===== src/hdl/crcs_pkg.sv =====
// Shared widths, codes and controller/datapath interface types for the circle region stats block.
`default_nettype none

package crcs_pkg;

  localparam int DEF_MAX_WIDTH   = 1024;
  localparam int DEF_MAX_HEIGHT  = 1024;
  localparam int DEF_EDGE_MARGIN = 2;

  localparam int PIX_W      = 8;
  localparam int COORD_W    = 10;
  localparam int IW_W       = 11;
  localparam int CFG_IDX_W  = 2;
  localparam int CFG_DATA_W = 11;

  localparam int CNT_W    = 21;
  localparam int SUM_W    = 29;
  localparam int SQS_W    = 37;
  localparam int MEAN_W   = 16;
  localparam int VAR_W    = 24;
  localparam int STATUS_W = 2;

  localparam int MUL_AW = 37;
  localparam int MUL_BW = 29;
  localparam int MUL_PW = MUL_AW + MUL_BW;
  localparam int DEN_W  = 42;
  localparam int NUM_W  = 58;
  localparam int DIV_NW = 66;
  localparam int DIV_DW = 42;
  localparam int DIV_QW = 24;

  localparam logic [CNT_W-1:0] COUNT_MAX = '1;
  localparam logic [IW_W-1:0]  WIDTH_RESET = 11'd1024;

  localparam logic [CFG_IDX_W-1:0] REG_CENTER_X = 2'd0;
  localparam logic [CFG_IDX_W-1:0] REG_CENTER_Y = 2'd1;
  localparam logic [CFG_IDX_W-1:0] REG_RADIUS   = 2'd2;
  localparam logic [CFG_IDX_W-1:0] REG_WIDTH    = 2'd3;

  localparam logic [STATUS_W-1:0] ST_OK     = 2'd0;
  localparam logic [STATUS_W-1:0] ST_EMPTY  = 2'd1;
  localparam logic [STATUS_W-1:0] ST_SINGLE = 2'd2;

  localparam logic [1:0] MSEL_DEN = 2'd0;
  localparam logic [1:0] MSEL_SQ  = 2'd1;
  localparam logic [1:0] MSEL_SS  = 2'd2;

  localparam logic DSEL_MEAN = 1'b0;
  localparam logic DSEL_VAR  = 1'b1;

  typedef struct packed {
    logic       accept_en;
    logic       clr_res;
    logic       mul_start;
    logic [1:0] mul_sel;
    logic       save_den;
    logic       save_p1;
    logic       save_num;
    logic       div_start;
    logic       div_sel;
    logic       save_mean;
    logic       save_var;
    logic       finish;
    logic [1:0] ch;
  } crcs_cmd_t;

  typedef struct packed {
    logic last_acc;
    logic mul_done;
    logic div_done;
    logic n_zero;
    logic n_one;
    logic out_free;
  } crcs_stat_t;

endpackage

`default_nettype wire


===== src/hdl/crcs_mul.sv =====
// Shift-and-add multiplier, one multiplier bit per cycle.
`default_nettype none

module crcs_mul (
  input  wire logic                       clk,
  input  wire logic                       rst,
  input  wire logic                       start,
  input  wire logic [crcs_pkg::MUL_AW-1:0] a,
  input  wire logic [crcs_pkg::MUL_BW-1:0] b,
  output logic                            done,
  output logic [crcs_pkg::MUL_PW-1:0]     prod
);

  localparam int CW = $clog2(crcs_pkg::MUL_BW);
  localparam logic [CW-1:0] LAST = CW'(crcs_pkg::MUL_BW - 1);

  logic                        run;
  logic [CW-1:0]               cnt;
  logic [crcs_pkg::MUL_PW-1:0] ma;
  logic [crcs_pkg::MUL_BW-1:0] mb;

  always_ff @(posedge clk) begin
    if (rst) begin
      run  <= 1'b0;
      done <= 1'b0;
    end else begin
      done <= 1'b0;
      if (start) begin
        run <= 1'b1;
      end else if (run && cnt == LAST) begin
        run  <= 1'b0;
        done <= 1'b1;
      end
    end
  end

  always_ff @(posedge clk) begin
    if (start) begin
      ma   <= {{crcs_pkg::MUL_BW{1'b0}}, a};
      mb   <= b;
      prod <= '0;
      cnt  <= '0;
    end else if (run) begin
      if (mb[0]) begin
        prod <= prod + ma;
      end
      ma  <= {ma[crcs_pkg::MUL_PW-2:0], 1'b0};
      mb  <= {1'b0, mb[crcs_pkg::MUL_BW-1:1]};
      cnt <= cnt + CW'(1);
    end
  end

endmodule

`default_nettype wire


===== src/hdl/crcs_div.sv =====
// Restoring divider that develops one quotient bit per cycle.
`default_nettype none

module crcs_div (
  input  wire logic                       clk,
  input  wire logic                       rst,
  input  wire logic                       start,
  input  wire logic [crcs_pkg::DIV_NW-1:0] num,
  input  wire logic [crcs_pkg::DIV_DW-1:0] den,
  output logic                            done,
  output logic [crcs_pkg::DIV_QW-1:0]     quo
);

  localparam int DW = crcs_pkg::DIV_DW;
  localparam int QW = crcs_pkg::DIV_QW;
  localparam int CW = $clog2(QW);
  localparam logic [CW-1:0] LAST = CW'(QW - 1);

  logic          run;
  logic [CW-1:0] cnt;
  logic [DW-1:0] rem;
  logic [DW-1:0] dreg;
  logic [DW:0]   trial;
  logic [DW+1:0] diff;
  logic          ge;

  // The quotient is known to fit in QW bits, so the upper dividend bits
  // already lie below the divisor and seed the remainder directly.
  assign trial = {rem, quo[QW-1]};
  assign diff  = {1'b0, trial} - {2'b00, dreg};
  assign ge    = ~diff[DW+1];

  always_ff @(posedge clk) begin
    if (rst) begin
      run  <= 1'b0;
      done <= 1'b0;
    end else begin
      done <= 1'b0;
      if (start) begin
        run <= 1'b1;
      end else if (run && cnt == LAST) begin
        run  <= 1'b0;
        done <= 1'b1;
      end
    end
  end

  always_ff @(posedge clk) begin
    if (start) begin
      rem  <= num[crcs_pkg::DIV_NW-1:QW];
      quo  <= num[QW-1:0];
      dreg <= den;
      cnt  <= '0;
    end else if (run) begin
      rem <= ge ? diff[DW-1:0] : trial[DW-1:0];
      quo <= {quo[QW-2:0], ge};
      cnt <= cnt + CW'(1);
    end
  end

endmodule

`default_nettype wire


===== src/hdl/crcs_dp.sv =====
// Datapath: configuration, position counters, inclusion test, accumulators and result math.
`default_nettype none

module crcs_dp #(
  parameter int MAX_WIDTH   = crcs_pkg::DEF_MAX_WIDTH,
  parameter int MAX_HEIGHT  = crcs_pkg::DEF_MAX_HEIGHT,
  parameter int EDGE_MARGIN = crcs_pkg::DEF_EDGE_MARGIN
) (
  input  wire logic                           clk,
  input  wire logic                           rst,
  input  wire logic                           cfg_write,
  input  wire logic [crcs_pkg::CFG_IDX_W-1:0]  cfg_index,
  input  wire logic [crcs_pkg::CFG_DATA_W-1:0] cfg_data,
  input  wire logic                           in_valid,
  input  wire logic [crcs_pkg::PIX_W-1:0]      blue,
  input  wire logic [crcs_pkg::PIX_W-1:0]      green,
  input  wire logic [crcs_pkg::PIX_W-1:0]      red,
  input  wire logic                           frame_end,
  input  wire logic                           out_stall,
  output logic                                out_valid,
  output logic [crcs_pkg::CNT_W-1:0]          pixel_count,
  output logic [crcs_pkg::MEAN_W-1:0]         mean_blue,
  output logic [crcs_pkg::MEAN_W-1:0]         mean_green,
  output logic [crcs_pkg::MEAN_W-1:0]         mean_red,
  output logic [crcs_pkg::VAR_W-1:0]          var_blue,
  output logic [crcs_pkg::VAR_W-1:0]          var_green,
  output logic [crcs_pkg::VAR_W-1:0]          var_red,
  output logic [crcs_pkg::STATUS_W-1:0]       status,
  input  wire crcs_pkg::crcs_cmd_t             cmd,
  output crcs_pkg::crcs_stat_t                 stat
);

  localparam int CW  = $clog2(MAX_WIDTH);
  localparam int RW  = $clog2(MAX_HEIGHT);
  localparam int XW  = ((CW > crcs_pkg::COORD_W) ? CW : crcs_pkg::COORD_W) + 1;
  localparam int YW  = ((RW > crcs_pkg::COORD_W) ? RW : crcs_pkg::COORD_W) + 1;
  localparam int SW  = (XW > YW) ? XW : YW;
  localparam int DSW = 2 * SW;
  localparam int D2W = 2 * SW + 1;
  localparam int WW  = ((CW > crcs_pkg::IW_W) ? CW : crcs_pkg::IW_W) + 1;
  localparam int PW  = crcs_pkg::PIX_W;
  localparam int PSW = 2 * PW;
  localparam int R2W = 2 * crcs_pkg::COORD_W;

  localparam logic [WW-1:0] WMAX = WW'(MAX_WIDTH);
  localparam logic [RW-1:0] ROW_LAST = RW'(MAX_HEIGHT - 1);
  localparam logic [crcs_pkg::COORD_W-1:0] MARGIN = crcs_pkg::COORD_W'(EDGE_MARGIN);

  // Configuration registers
  logic [crcs_pkg::COORD_W-1:0] center_x;
  logic [crcs_pkg::COORD_W-1:0] center_y;
  logic [crcs_pkg::COORD_W-1:0] radius;
  logic [crcs_pkg::IW_W-1:0]    image_width;

  always_ff @(posedge clk) begin
    if (rst) begin
      center_x    <= '0;
      center_y    <= '0;
      radius      <= '0;
      image_width <= crcs_pkg::WIDTH_RESET;
    end else if (cfg_write) begin
      case (cfg_index)
        crcs_pkg::REG_CENTER_X: center_x    <= cfg_data[crcs_pkg::COORD_W-1:0];
        crcs_pkg::REG_CENTER_Y: center_y    <= cfg_data[crcs_pkg::COORD_W-1:0];
        crcs_pkg::REG_RADIUS:   radius      <= cfg_data[crcs_pkg::COORD_W-1:0];
        crcs_pkg::REG_WIDTH:    image_width <= cfg_data[crcs_pkg::IW_W-1:0];
        default: ;
      endcase
    end
  end

  // Squared inclusion radius, refreshed every cycle from the radius register.
  logic [crcs_pkg::COORD_W-1:0] rr;
  logic [R2W-1:0]               r2;
  logic                         r_ok;

  assign rr = radius - MARGIN;

  always_ff @(posedge clk) begin
    r2   <= R2W'(rr) * R2W'(rr);
    r_ok <= (radius >= MARGIN);
  end

  // Position counters
  logic          in_accept;
  logic [CW-1:0] col;
  logic [RW-1:0] row;
  logic [WW-1:0] iw_ext;
  logic [WW-1:0] w_eff;
  logic [WW-1:0] col_inc;

  assign in_accept = in_valid && cmd.accept_en;
  assign iw_ext    = WW'(image_width);
  assign w_eff     = (iw_ext == '0) ? WW'(1) : ((iw_ext > WMAX) ? WMAX : iw_ext);
  assign col_inc   = WW'(col) + WW'(1);

  always_ff @(posedge clk) begin
    if (rst) begin
      col <= '0;
      row <= '0;
    end else if (in_accept) begin
      if (frame_end) begin
        col <= '0;
        row <= '0;
      end else if (col_inc >= w_eff) begin
        col <= '0;
        row <= (row == ROW_LAST) ? '0 : row + RW'(1);
      end else begin
        col <= col + CW'(1);
      end
    end
  end

  // Stage 1: distance squares and pixel squares
  logic signed [SW-1:0]   dx;
  logic signed [SW-1:0]   dy;
  logic signed [2*SW-1:0] dx_sq;
  logic signed [2*SW-1:0] dy_sq;
  logic [PW-1:0]          px_in [3];

  assign dx    = $signed(SW'(col)) - $signed(SW'(center_x));
  assign dy    = $signed(SW'(row)) - $signed(SW'(center_y));
  assign dx_sq = DSW'(dx) * DSW'(dx);
  assign dy_sq = DSW'(dy) * DSW'(dy);
  assign px_in[0] = blue;
  assign px_in[1] = green;
  assign px_in[2] = red;

  logic            s1_valid;
  logic [2*SW-1:0] s1_dx2;
  logic [2*SW-1:0] s1_dy2;
  logic [PW-1:0]   s1_px [3];
  logic [2*PW-1:0] s1_sq [3];

  always_ff @(posedge clk) begin
    if (rst) begin
      s1_valid <= 1'b0;
    end else begin
      s1_valid <= in_accept;
    end
  end

  always_ff @(posedge clk) begin
    if (in_accept) begin
      s1_dx2 <= unsigned'(dx_sq);
      s1_dy2 <= unsigned'(dy_sq);
      for (int c = 0; c < 3; c++) begin
        s1_px[c] <= px_in[c];
        s1_sq[c] <= PSW'(px_in[c]) * PSW'(px_in[c]);
      end
    end
  end

  // Stage 2: inclusion test and accumulation
  logic [crcs_pkg::CNT_W-1:0] count;
  logic [crcs_pkg::SUM_W-1:0] sum [3];
  logic [crcs_pkg::SQS_W-1:0] sqs [3];
  logic [D2W-1:0]             d2;
  logic                       in_region;

  assign d2        = {1'b0, s1_dx2} + {1'b0, s1_dy2};
  assign in_region = s1_valid && r_ok && (d2 <= D2W'(r2)) &&
                     (count != crcs_pkg::COUNT_MAX);

  always_ff @(posedge clk) begin
    if (rst || cmd.finish) begin
      count <= '0;
      for (int c = 0; c < 3; c++) begin
        sum[c] <= '0;
        sqs[c] <= '0;
      end
    end else if (in_region) begin
      count <= count + crcs_pkg::CNT_W'(1);
      for (int c = 0; c < 3; c++) begin
        sum[c] <= sum[c] + crcs_pkg::SUM_W'(s1_px[c]);
        sqs[c] <= sqs[c] + crcs_pkg::SQS_W'(s1_sq[c]);
      end
    end
  end

  // Channel selection for the shared multiplier and divider
  logic [crcs_pkg::SUM_W-1:0] sel_sum;
  logic [crcs_pkg::SQS_W-1:0] sel_sqs;

  always_comb begin
    case (cmd.ch)
      2'd0: begin
        sel_sum = sum[0];
        sel_sqs = sqs[0];
      end
      2'd1: begin
        sel_sum = sum[1];
        sel_sqs = sqs[1];
      end
      default: begin
        sel_sum = sum[2];
        sel_sqs = sqs[2];
      end
    endcase
  end

  logic [crcs_pkg::CNT_W-1:0]  count_m1;
  logic [crcs_pkg::MUL_AW-1:0] mul_a;
  logic [crcs_pkg::MUL_BW-1:0] mul_b;
  logic                        mul_done;
  logic [crcs_pkg::MUL_PW-1:0] mul_prod;

  assign count_m1 = count - crcs_pkg::CNT_W'(1);

  always_comb begin
    case (cmd.mul_sel)
      crcs_pkg::MSEL_DEN: begin
        mul_a = crcs_pkg::MUL_AW'(count);
        mul_b = crcs_pkg::MUL_BW'(count_m1);
      end
      crcs_pkg::MSEL_SQ: begin
        mul_a = sel_sqs;
        mul_b = crcs_pkg::MUL_BW'(count);
      end
      crcs_pkg::MSEL_SS: begin
        mul_a = crcs_pkg::MUL_AW'(sel_sum);
        mul_b = sel_sum;
      end
      default: begin
        mul_a = '0;
        mul_b = '0;
      end
    endcase
  end

  crcs_mul u_mul (
    .clk   (clk),
    .rst   (rst),
    .start (cmd.mul_start),
    .a     (mul_a),
    .b     (mul_b),
    .done  (mul_done),
    .prod  (mul_prod)
  );

  // n*(n-1), n*sumsq, and n*sumsq - sum^2
  logic [crcs_pkg::DEN_W-1:0] den_r;
  logic [crcs_pkg::NUM_W-1:0] p1_r;
  logic [crcs_pkg::NUM_W-1:0] num_r;

  always_ff @(posedge clk) begin
    if (cmd.save_den) begin
      den_r <= mul_prod[crcs_pkg::DEN_W-1:0];
    end
    if (cmd.save_p1) begin
      p1_r <= mul_prod[crcs_pkg::NUM_W-1:0];
    end
    if (cmd.save_num) begin
      num_r <= p1_r - mul_prod[crcs_pkg::NUM_W-1:0];
    end
  end

  logic [crcs_pkg::DIV_NW-1:0] div_num;
  logic [crcs_pkg::DIV_DW-1:0] div_den;
  logic                        div_done;
  logic [crcs_pkg::DIV_QW-1:0] div_quo;

  always_comb begin
    if (cmd.div_sel == crcs_pkg::DSEL_VAR) begin
      div_num = {num_r, 8'h00};
      div_den = den_r;
    end else begin
      div_num = crcs_pkg::DIV_NW'({sel_sum, 8'h00});
      div_den = crcs_pkg::DIV_DW'(count);
    end
  end

  crcs_div u_div (
    .clk   (clk),
    .rst   (rst),
    .start (cmd.div_start),
    .num   (div_num),
    .den   (div_den),
    .done  (div_done),
    .quo   (div_quo)
  );

  // Per-channel results
  logic [crcs_pkg::MEAN_W-1:0] mean_r [3];
  logic [crcs_pkg::VAR_W-1:0]  var_r  [3];

  always_ff @(posedge clk) begin
    for (int c = 0; c < 3; c++) begin
      if (cmd.clr_res) begin
        mean_r[c] <= '0;
        var_r[c]  <= '0;
      end else if (cmd.ch == 2'(c)) begin
        if (cmd.save_mean) begin
          mean_r[c] <= div_quo[crcs_pkg::MEAN_W-1:0];
        end
        if (cmd.save_var) begin
          var_r[c] <= div_quo[crcs_pkg::VAR_W-1:0];
        end
      end
    end
  end

  // Output register
  logic n_zero;
  logic n_one;

  assign n_zero = (count == '0);
  assign n_one  = (count == crcs_pkg::CNT_W'(1));

  always_ff @(posedge clk) begin
    if (rst) begin
      out_valid <= 1'b0;
    end else if (cmd.finish) begin
      out_valid <= 1'b1;
    end else if (!out_stall) begin
      out_valid <= 1'b0;
    end
  end

  always_ff @(posedge clk) begin
    if (cmd.finish) begin
      pixel_count <= count;
      mean_blue   <= mean_r[0];
      mean_green  <= mean_r[1];
      mean_red    <= mean_r[2];
      var_blue    <= var_r[0];
      var_green   <= var_r[1];
      var_red     <= var_r[2];
      status      <= n_zero ? crcs_pkg::ST_EMPTY :
                     (n_one ? crcs_pkg::ST_SINGLE : crcs_pkg::ST_OK);
    end
  end

  assign stat.last_acc = in_accept && frame_end;
  assign stat.mul_done = mul_done;
  assign stat.div_done = div_done;
  assign stat.n_zero   = n_zero;
  assign stat.n_one    = n_one;
  assign stat.out_free = !out_valid || !out_stall;

endmodule

`default_nettype wire


===== src/hdl/crcs_ctrl.sv =====
// Controller: pixel intake and the per-frame sequence of multiplies and divides.
`default_nettype none

module crcs_ctrl (
  input  wire logic                 clk,
  input  wire logic                 rst,
  input  wire crcs_pkg::crcs_stat_t stat,
  output crcs_pkg::crcs_cmd_t       cmd
);

  localparam logic [3:0] S_ACC    = 4'd0;
  localparam logic [3:0] S_FLUSH  = 4'd1;
  localparam logic [3:0] S_START  = 4'd2;
  localparam logic [3:0] S_DEN    = 4'd3;
  localparam logic [3:0] S_MEAN   = 4'd4;
  localparam logic [3:0] S_MEAN_W = 4'd5;
  localparam logic [3:0] S_SQ     = 4'd6;
  localparam logic [3:0] S_SQ_W   = 4'd7;
  localparam logic [3:0] S_SS     = 4'd8;
  localparam logic [3:0] S_SS_W   = 4'd9;
  localparam logic [3:0] S_VAR    = 4'd10;
  localparam logic [3:0] S_VAR_W  = 4'd11;
  localparam logic [3:0] S_NEXT   = 4'd12;
  localparam logic [3:0] S_FIN    = 4'd13;

  localparam logic [1:0] CH_LAST = 2'd2;

  logic [3:0] state;
  logic [3:0] state_next;
  logic [1:0] ch;
  logic [1:0] ch_next;

  always_ff @(posedge clk) begin
    if (rst) begin
      state <= S_ACC;
      ch    <= '0;
    end else begin
      state <= state_next;
      ch    <= ch_next;
    end
  end

  always_comb begin
    cmd        = '0;
    cmd.ch     = ch;
    state_next = state;
    ch_next    = ch;
    case (state)
      S_ACC: begin
        cmd.accept_en = 1'b1;
        if (stat.last_acc) begin
          state_next = S_FLUSH;
        end
      end
      // The last pixel is still one stage away from the accumulators.
      S_FLUSH: begin
        state_next = S_START;
      end
      S_START: begin
        cmd.clr_res = 1'b1;
        ch_next     = '0;
        if (stat.n_zero) begin
          state_next = S_FIN;
        end else if (stat.n_one) begin
          state_next = S_MEAN;
        end else begin
          cmd.mul_start = 1'b1;
          cmd.mul_sel   = crcs_pkg::MSEL_DEN;
          state_next    = S_DEN;
        end
      end
      S_DEN: begin
        if (stat.mul_done) begin
          cmd.save_den = 1'b1;
          state_next   = S_MEAN;
        end
      end
      S_MEAN: begin
        cmd.div_start = 1'b1;
        cmd.div_sel   = crcs_pkg::DSEL_MEAN;
        state_next    = S_MEAN_W;
      end
      S_MEAN_W: begin
        if (stat.div_done) begin
          cmd.save_mean = 1'b1;
          state_next    = stat.n_one ? S_NEXT : S_SQ;
        end
      end
      S_SQ: begin
        cmd.mul_start = 1'b1;
        cmd.mul_sel   = crcs_pkg::MSEL_SQ;
        state_next    = S_SQ_W;
      end
      S_SQ_W: begin
        if (stat.mul_done) begin
          cmd.save_p1 = 1'b1;
          state_next  = S_SS;
        end
      end
      S_SS: begin
        cmd.mul_start = 1'b1;
        cmd.mul_sel   = crcs_pkg::MSEL_SS;
        state_next    = S_SS_W;
      end
      S_SS_W: begin
        if (stat.mul_done) begin
          cmd.save_num = 1'b1;
          state_next   = S_VAR;
        end
      end
      S_VAR: begin
        cmd.div_start = 1'b1;
        cmd.div_sel   = crcs_pkg::DSEL_VAR;
        state_next    = S_VAR_W;
      end
      S_VAR_W: begin
        cmd.div_sel = crcs_pkg::DSEL_VAR;
        if (stat.div_done) begin
          cmd.save_var = 1'b1;
          state_next   = S_NEXT;
        end
      end
      S_NEXT: begin
        if (ch == CH_LAST) begin
          state_next = S_FIN;
        end else begin
          ch_next    = ch + 2'd1;
          state_next = S_MEAN;
        end
      end
      S_FIN: begin
        if (stat.out_free) begin
          cmd.finish = 1'b1;
          state_next = S_ACC;
        end
      end
      default: begin
        state_next = S_ACC;
      end
    endcase
  end

endmodule

`default_nettype wire


===== src/hdl/circle_region_color_stats_top.sv =====
// Top level of the circle region color statistics block.
//
// Pixels arrive in raster order on the input channel (in_valid/in_stall) as
// blue, green and red bytes; frame_end marks the last pixel of a frame. While
// a frame streams in, one pixel is taken every cycle. Each pixel's position
// comes from internal column and row counters that wrap at image_width.
// After the frame_end transfer the input stalls while the result is built.
// An empty region needs no arithmetic and a single pixel only the mean
// divides; otherwise n*(n-1) is formed once, then each channel takes a mean
// divide, two products and a variance divide, all on one shared shift-add
// multiplier and one restoring divider, used in turn for the three channels.
// The result leaves on the output channel (out_valid/out_stall) from an output
// register; the next frame streams in while it waits. A stalled result holds
// its value, and a further frame end waits only if the previous result is
// still untaken when the new one is ready.
// Configuration writes (cfg_write, cfg_index, cfg_data) take effect at once
// and belong between frames. Reset clears the counters, the accumulators and
// out_valid, and restores the register reset values.
`default_nettype none

module circle_region_color_stats_top #(
  parameter int MAX_WIDTH   = crcs_pkg::DEF_MAX_WIDTH,
  parameter int MAX_HEIGHT  = crcs_pkg::DEF_MAX_HEIGHT,
  parameter int EDGE_MARGIN = crcs_pkg::DEF_EDGE_MARGIN
) (
  input  wire logic                           clk,
  input  wire logic                           rst,
  input  wire logic                           cfg_write,
  input  wire logic [crcs_pkg::CFG_IDX_W-1:0]  cfg_index,
  input  wire logic [crcs_pkg::CFG_DATA_W-1:0] cfg_data,
  input  wire logic                           in_valid,
  output logic                                in_stall,
  input  wire logic [crcs_pkg::PIX_W-1:0]      blue,
  input  wire logic [crcs_pkg::PIX_W-1:0]      green,
  input  wire logic [crcs_pkg::PIX_W-1:0]      red,
  input  wire logic                           frame_end,
  output logic                                out_valid,
  input  wire logic                           out_stall,
  output logic [crcs_pkg::CNT_W-1:0]          pixel_count,
  output logic [crcs_pkg::MEAN_W-1:0]         mean_blue,
  output logic [crcs_pkg::MEAN_W-1:0]         mean_green,
  output logic [crcs_pkg::MEAN_W-1:0]         mean_red,
  output logic [crcs_pkg::VAR_W-1:0]          var_blue,
  output logic [crcs_pkg::VAR_W-1:0]          var_green,
  output logic [crcs_pkg::VAR_W-1:0]          var_red,
  output logic [crcs_pkg::STATUS_W-1:0]       status
);

  crcs_pkg::crcs_cmd_t  cmd;
  crcs_pkg::crcs_stat_t stat;

  crcs_ctrl u_ctrl (
    .clk  (clk),
    .rst  (rst),
    .stat (stat),
    .cmd  (cmd)
  );

  crcs_dp #(
    .MAX_WIDTH   (MAX_WIDTH),
    .MAX_HEIGHT  (MAX_HEIGHT),
    .EDGE_MARGIN (EDGE_MARGIN)
  ) u_dp (
    .clk         (clk),
    .rst         (rst),
    .cfg_write   (cfg_write),
    .cfg_index   (cfg_index),
    .cfg_data    (cfg_data),
    .in_valid    (in_valid),
    .blue        (blue),
    .green       (green),
    .red         (red),
    .frame_end   (frame_end),
    .out_stall   (out_stall),
    .out_valid   (out_valid),
    .pixel_count (pixel_count),
    .mean_blue   (mean_blue),
    .mean_green  (mean_green),
    .mean_red    (mean_red),
    .var_blue    (var_blue),
    .var_green   (var_green),
    .var_red     (var_red),
    .status      (status),
    .cmd         (cmd),
    .stat        (stat)
  );

  assign in_stall = !cmd.accept_en;

  // A frame end transfer closes the input until the result is built.
  a_stall_after_last: assert property (@(posedge clk) disable iff (rst)
    (in_valid && !in_stall && frame_end) |=> in_stall)
    else $error("input not stalled after frame end transfer");

  a_empty_count: assert property (@(posedge clk) disable iff (rst)
    (out_valid && status == crcs_pkg::ST_EMPTY) |->
      (pixel_count == '0 && mean_blue == '0 && var_blue == '0))
    else $error("empty region result carries data");

  a_single_zero_var: assert property (@(posedge clk) disable iff (rst)
    (out_valid && status == crcs_pkg::ST_SINGLE) |->
      (pixel_count == crcs_pkg::CNT_W'(1) && var_blue == '0 &&
       var_green == '0 && var_red == '0))
    else $error("single pixel result has count or variance wrong");

  // A mean of 8-bit values never exceeds 255.0 in Q8.8.
  a_mean_range: assert property (@(posedge clk) disable iff (rst)
    out_valid |-> (mean_blue <= 16'hFF00 && mean_green <= 16'hFF00 &&
                   mean_red <= 16'hFF00))
    else $error("mean out of range");

endmodule

`default_nettype wire

===== config.mk =====
export PLATFORM = sky130hd
export DESIGN_NAME = circle_region_color_stats_top
export DESIGN_NICKNAME = d
export VERILOG_FILES = /design/src/hdl/crcs_pkg.sv /design/src/hdl/crcs_mul.sv /design/src/hdl/crcs_div.sv /design/src/hdl/crcs_dp.sv /design/src/hdl/crcs_ctrl.sv /design/src/hdl/circle_region_color_stats_top.sv
export SDC_FILE = /design/constraint.sdc
export NUM_CORES = 2
export LEC_CHECK = 0
export BUFFER_PORTS_ARGS = -buffer_cell sky130_fd_sc_hd__buf_4
export CAP_MARGIN = 20
export CORE_MARGIN = 5
export CORE_UTILIZATION = 60
export DETAILED_ROUTE_END_ITERATION = 7
export GPL_ROUTABILITY_DRIVEN = 0
export PLACE_DENSITY_LB_ADDON = 0.25
export RECOVER_POWER = 50
export REMOVE_ABC_BUFFERS = 1
export SLEW_MARGIN = 20
export SYNTH_ARGS = -nofsm -noshare
export SYNTH_HDL_FRONTEND = slang
export SYNTH_SLANG_ARGS = --single-unit

===== constraint.sdc =====
create_clock -name clk -period 31.3 [get_ports clk]
set_input_delay 6.26 -clock clk [delete_from_list [all_inputs] [get_ports clk]]
set_output_delay 6.26 -clock clk [all_outputs]
set_load 0.03 [all_outputs]

==> results_dict.tcl <==
set metrics [dict create \
    status "complete, but fails checks" \
    failed_checks "capacitance limit, slew limit" \
    cts_made_buffers 112 \
    timing_max_transition_violations_final 995 \
    yosysMostFrequentCell "edfxtp_1" \
    ys.flop_type "edfxtp_1" \
    min_path_cells 0 \
    post-route-period-util_pct 31.9 \
    cts_tree "yes" \
    min_from "u_dp.var_r[0][22]" \
    ctsResizeCount 0 \
    syn-cell-area_um2 72800 \
    skew_ns 0.0437 \
    antenna_left 0 \
    overflow 0 \
    cts_buffer_depth 3 \
    reg2reg_to "u_dp.u_mul.prod[54]" \
    critPathRequiredTime_ns 31.74 \
    finalSetupTns_ns 0 \
    grt_pass1_wl_um 287000 \
    ir_worst_vdd_mv 0.135 \
    ys_seq_area_share_pct 42.8 \
    drive_above_1_share_pct 6.70 \
    r2r_cells 8 \
    setup.worst_path.start_class "primary input" \
    hold_path.class "flop to flop" \
    setup_viol 0 \
    htreeDepth 3 \
    worst_pin_slew_ns 7.71 \
    synth_top_area_share_pct 37.2 \
    clock.fmax_ghz 0.100 \
    grt_max_degree 172 \
    finalHoldViolCount 0 \
    synth_cell_types 90 \
    power_density_nw_per_um2 82.3 \
    die_w_um 358 \
    area_delta_synth_final_pct 9.38 \
    avgViaCountPerCell 5.99 \
    synth-async-reset-ratio_pct 0 \
    core_um2 120000 \
    crit_type "primary input to flop" \
    synth_top_cell_by_area "edfxtp_1" \
    first_iter_violations 4911 \
    io_pins 188 \
    syn-mean-instance-area_um2 10.1 \
    route.vias.total 53870 \
    io_buffers 187 \
    cp.arrival_ns 10.44 \
    r2r-start "u_ctrl.state[1]" \
    reg2reg_setup_slack_ns 21.33 \
    avgRoutedWirePerCell_um 20.3 \
    post-route-util_pct 66.3 \
    leakage_nw 33.7 \
    relSlewSlack_pct -414 \
    post_cts_buffers 0 \
    worstSkewPairLatency_ns 0.74 \
    dieHeight_um 358 \
    cp-end-kind "flop" \
    clock_sinks 1104 \
    hold_path_end "var_blue[22]" \
    rsz0062_at_grt "no" \
    drv_cap 20 \
    routed_wl_um 183000 \
    drt_pre_antenna_iters 6 \
    cts.reportedPaths.clkPinSlew_ns 0.06 \
    synth_area_leaders "edfxtp_1 (37%), ha_1 (9.3%), fa_1 (9.1%), dfxtp_1 (5.6%), inv_1 (3.9%)" \
    synth_edf_count 901 \
    hpwl_um 134000 \
    antenna_found_initial 5 \
    syn_inst 7200 \
    drc 0 \
    fin_crit_ns 10.0 \
    fin_nets 8195 \
    synth-seq-cells 1104 \
    cts-root-buf "clkbuf_16" \
    grt_usage_pct 28.2 \
    cts_hold_buf 0 \
    cp_max_fo 8 \
    nFillCells 9265 \
    die-area_um2 128000 \
    ys_top_cells_by_count "edfxtp_1 (901), inv_1 (751), nand2_1 (664)" \
    yosysWarnings 0 \
    initial_core_util_pct 60.6 \
    row_count 127 \
    grt_pass1_vias 53089 \
]
==> worst max-delay path by stage <==
stage	startpoint	endpoint	slack [ns]
finish	blue[4]	u_dp.s1_sq[0][15]	21.30
CTS	blue[4]	u_dp.s1_sq[0][15]	21.33
global placement	green[4]	u_dp.s1_sq[0][31]	20.75
floorplan	out_stall	u_dp.sqs[0][0]	11.24
detailed placement	blue[4]	u_dp.s1_sq[0][15]	20.65
global route	u_ctrl.state[1]	u_dp.u_mul.ma[28]	20.70
==> registers in the layout (all words and copies together) (netlist names), 19 cells and up <==
name and cells:
u_dp.pixel_count 21, var_green 24, u_dp.u_mul.mb 29, u_dp.var_r 72, u_dp.s1_dy2 21, u_dp.u_div.quo 24, u_dp.u_mul.prod 58, u_dp.sum 87
u_dp.s1_sq 45, var_blue 24, u_dp.p1_r 58, u_dp.s1_dx2 21, u_dp.u_div.dreg 42, u_dp.r2 19, u_dp.u_div.rem 42, u_dp.mean_r 48
u_dp.den_r 42, var_red 24, u_dp.s1_px 21, u_dp.u_mul.ma 58, u_dp.count 21, u_dp.num_r 58, u_dp.sqs 111
==> kinds of logic after synthesis <==
family | Yosys count | share of synthesized area [%]
simple gates | 2201 | 14.3
fa+ha+maj | 872 | 18.4
xor+xnor | 467 | 5.62
buf+inv | 1036 | 5.36
compound gates | 1445 | 12.6
mux | 75 | 1.04
flops | 1104 | 42.8
==> per-stage QoR <==
stage	cell area (µm²)	worst slack (ns)	instances	hold slack (ns)	total power [W]
floorplan	71700	11.24	6921	0.400	0.00437
global placement	75700	20.75	8777	0.401	0.00502
detailed placement	75700	20.65	8777	0.405	0.00511
CTS	79700	21.33	8988	0.419	0.00657
global route	79600	20.70	8989	0.423	0.00708
finish	79600	21.30	8994	0.417	0.00655
==> per-layer routing <==
metal  global-route usage [%]  vias to the layer above  share of wire, %
met4                     10.7                        6               4.1
met5                        0                        -             0.021
met3                     4.66                      425               8.4
met1                     37.8                    26046                41
met2                     46.5                     2128                47
li1                         -                    25265                 -
==> power by group <==
group,switching (W),internal [W],total (W)
registers,0.0000921,0.00182,0.00191
logic,0.00185,0.00135,0.00320
clock network,0.000603,0.000835,0.00144
total,0.00254,0.00401,0.00655
==> layout make-up <==
class	count	area, µm²	share of cell area, %
flip-flops and latches	1104	31100	39.1
repair buffers	245	1740	2.19
multi-input cells	5060	37900	47.6
well taps	1612	2020	2.53
clock inverters	83	1080	1.35
inverters	757	2840	3.57
clock buffers	128	2930	3.68
diodes	5	12.5	0.0157
==> worst max-delay path, cell delays in order <==
cell,delay [ns]
buf_4,0.14
and2_1,0.20
fa_1,0.41
inv_1,0.08
fa_1,0.41
inv_1,0.08
ha_1,0.13
inv_1,0.06
fa_1,0.52
inv_1,0.04
ha_1,0.32
a21o_1,0.21
a21oi_1,0.25
o21bai_1,0.12
a21oi_1,0.23
nor2b_1,0.07
o21a_1,0.18
o21ai_0,0.16
nand2b_1,0.07
a21oi_1,0.21
o21ai_0,0.15
xnor2_1,0.13
==> placed cells by master (no fill, tap or decap), types with 155 or more instances in the layout <==
master	n
a21o_1	155
a21oi_1	523
and3_1	228
buf_4	219
dfxtp_1	203
edfxtp_1	901
fa_1	329
ha_1	542
inv_1	752
nand2_1	662
nor2_1	636
o21ai_0	252
xnor2_1	291
xor2_1	176
No activity file was read; power rests on OpenSTA's default activity.
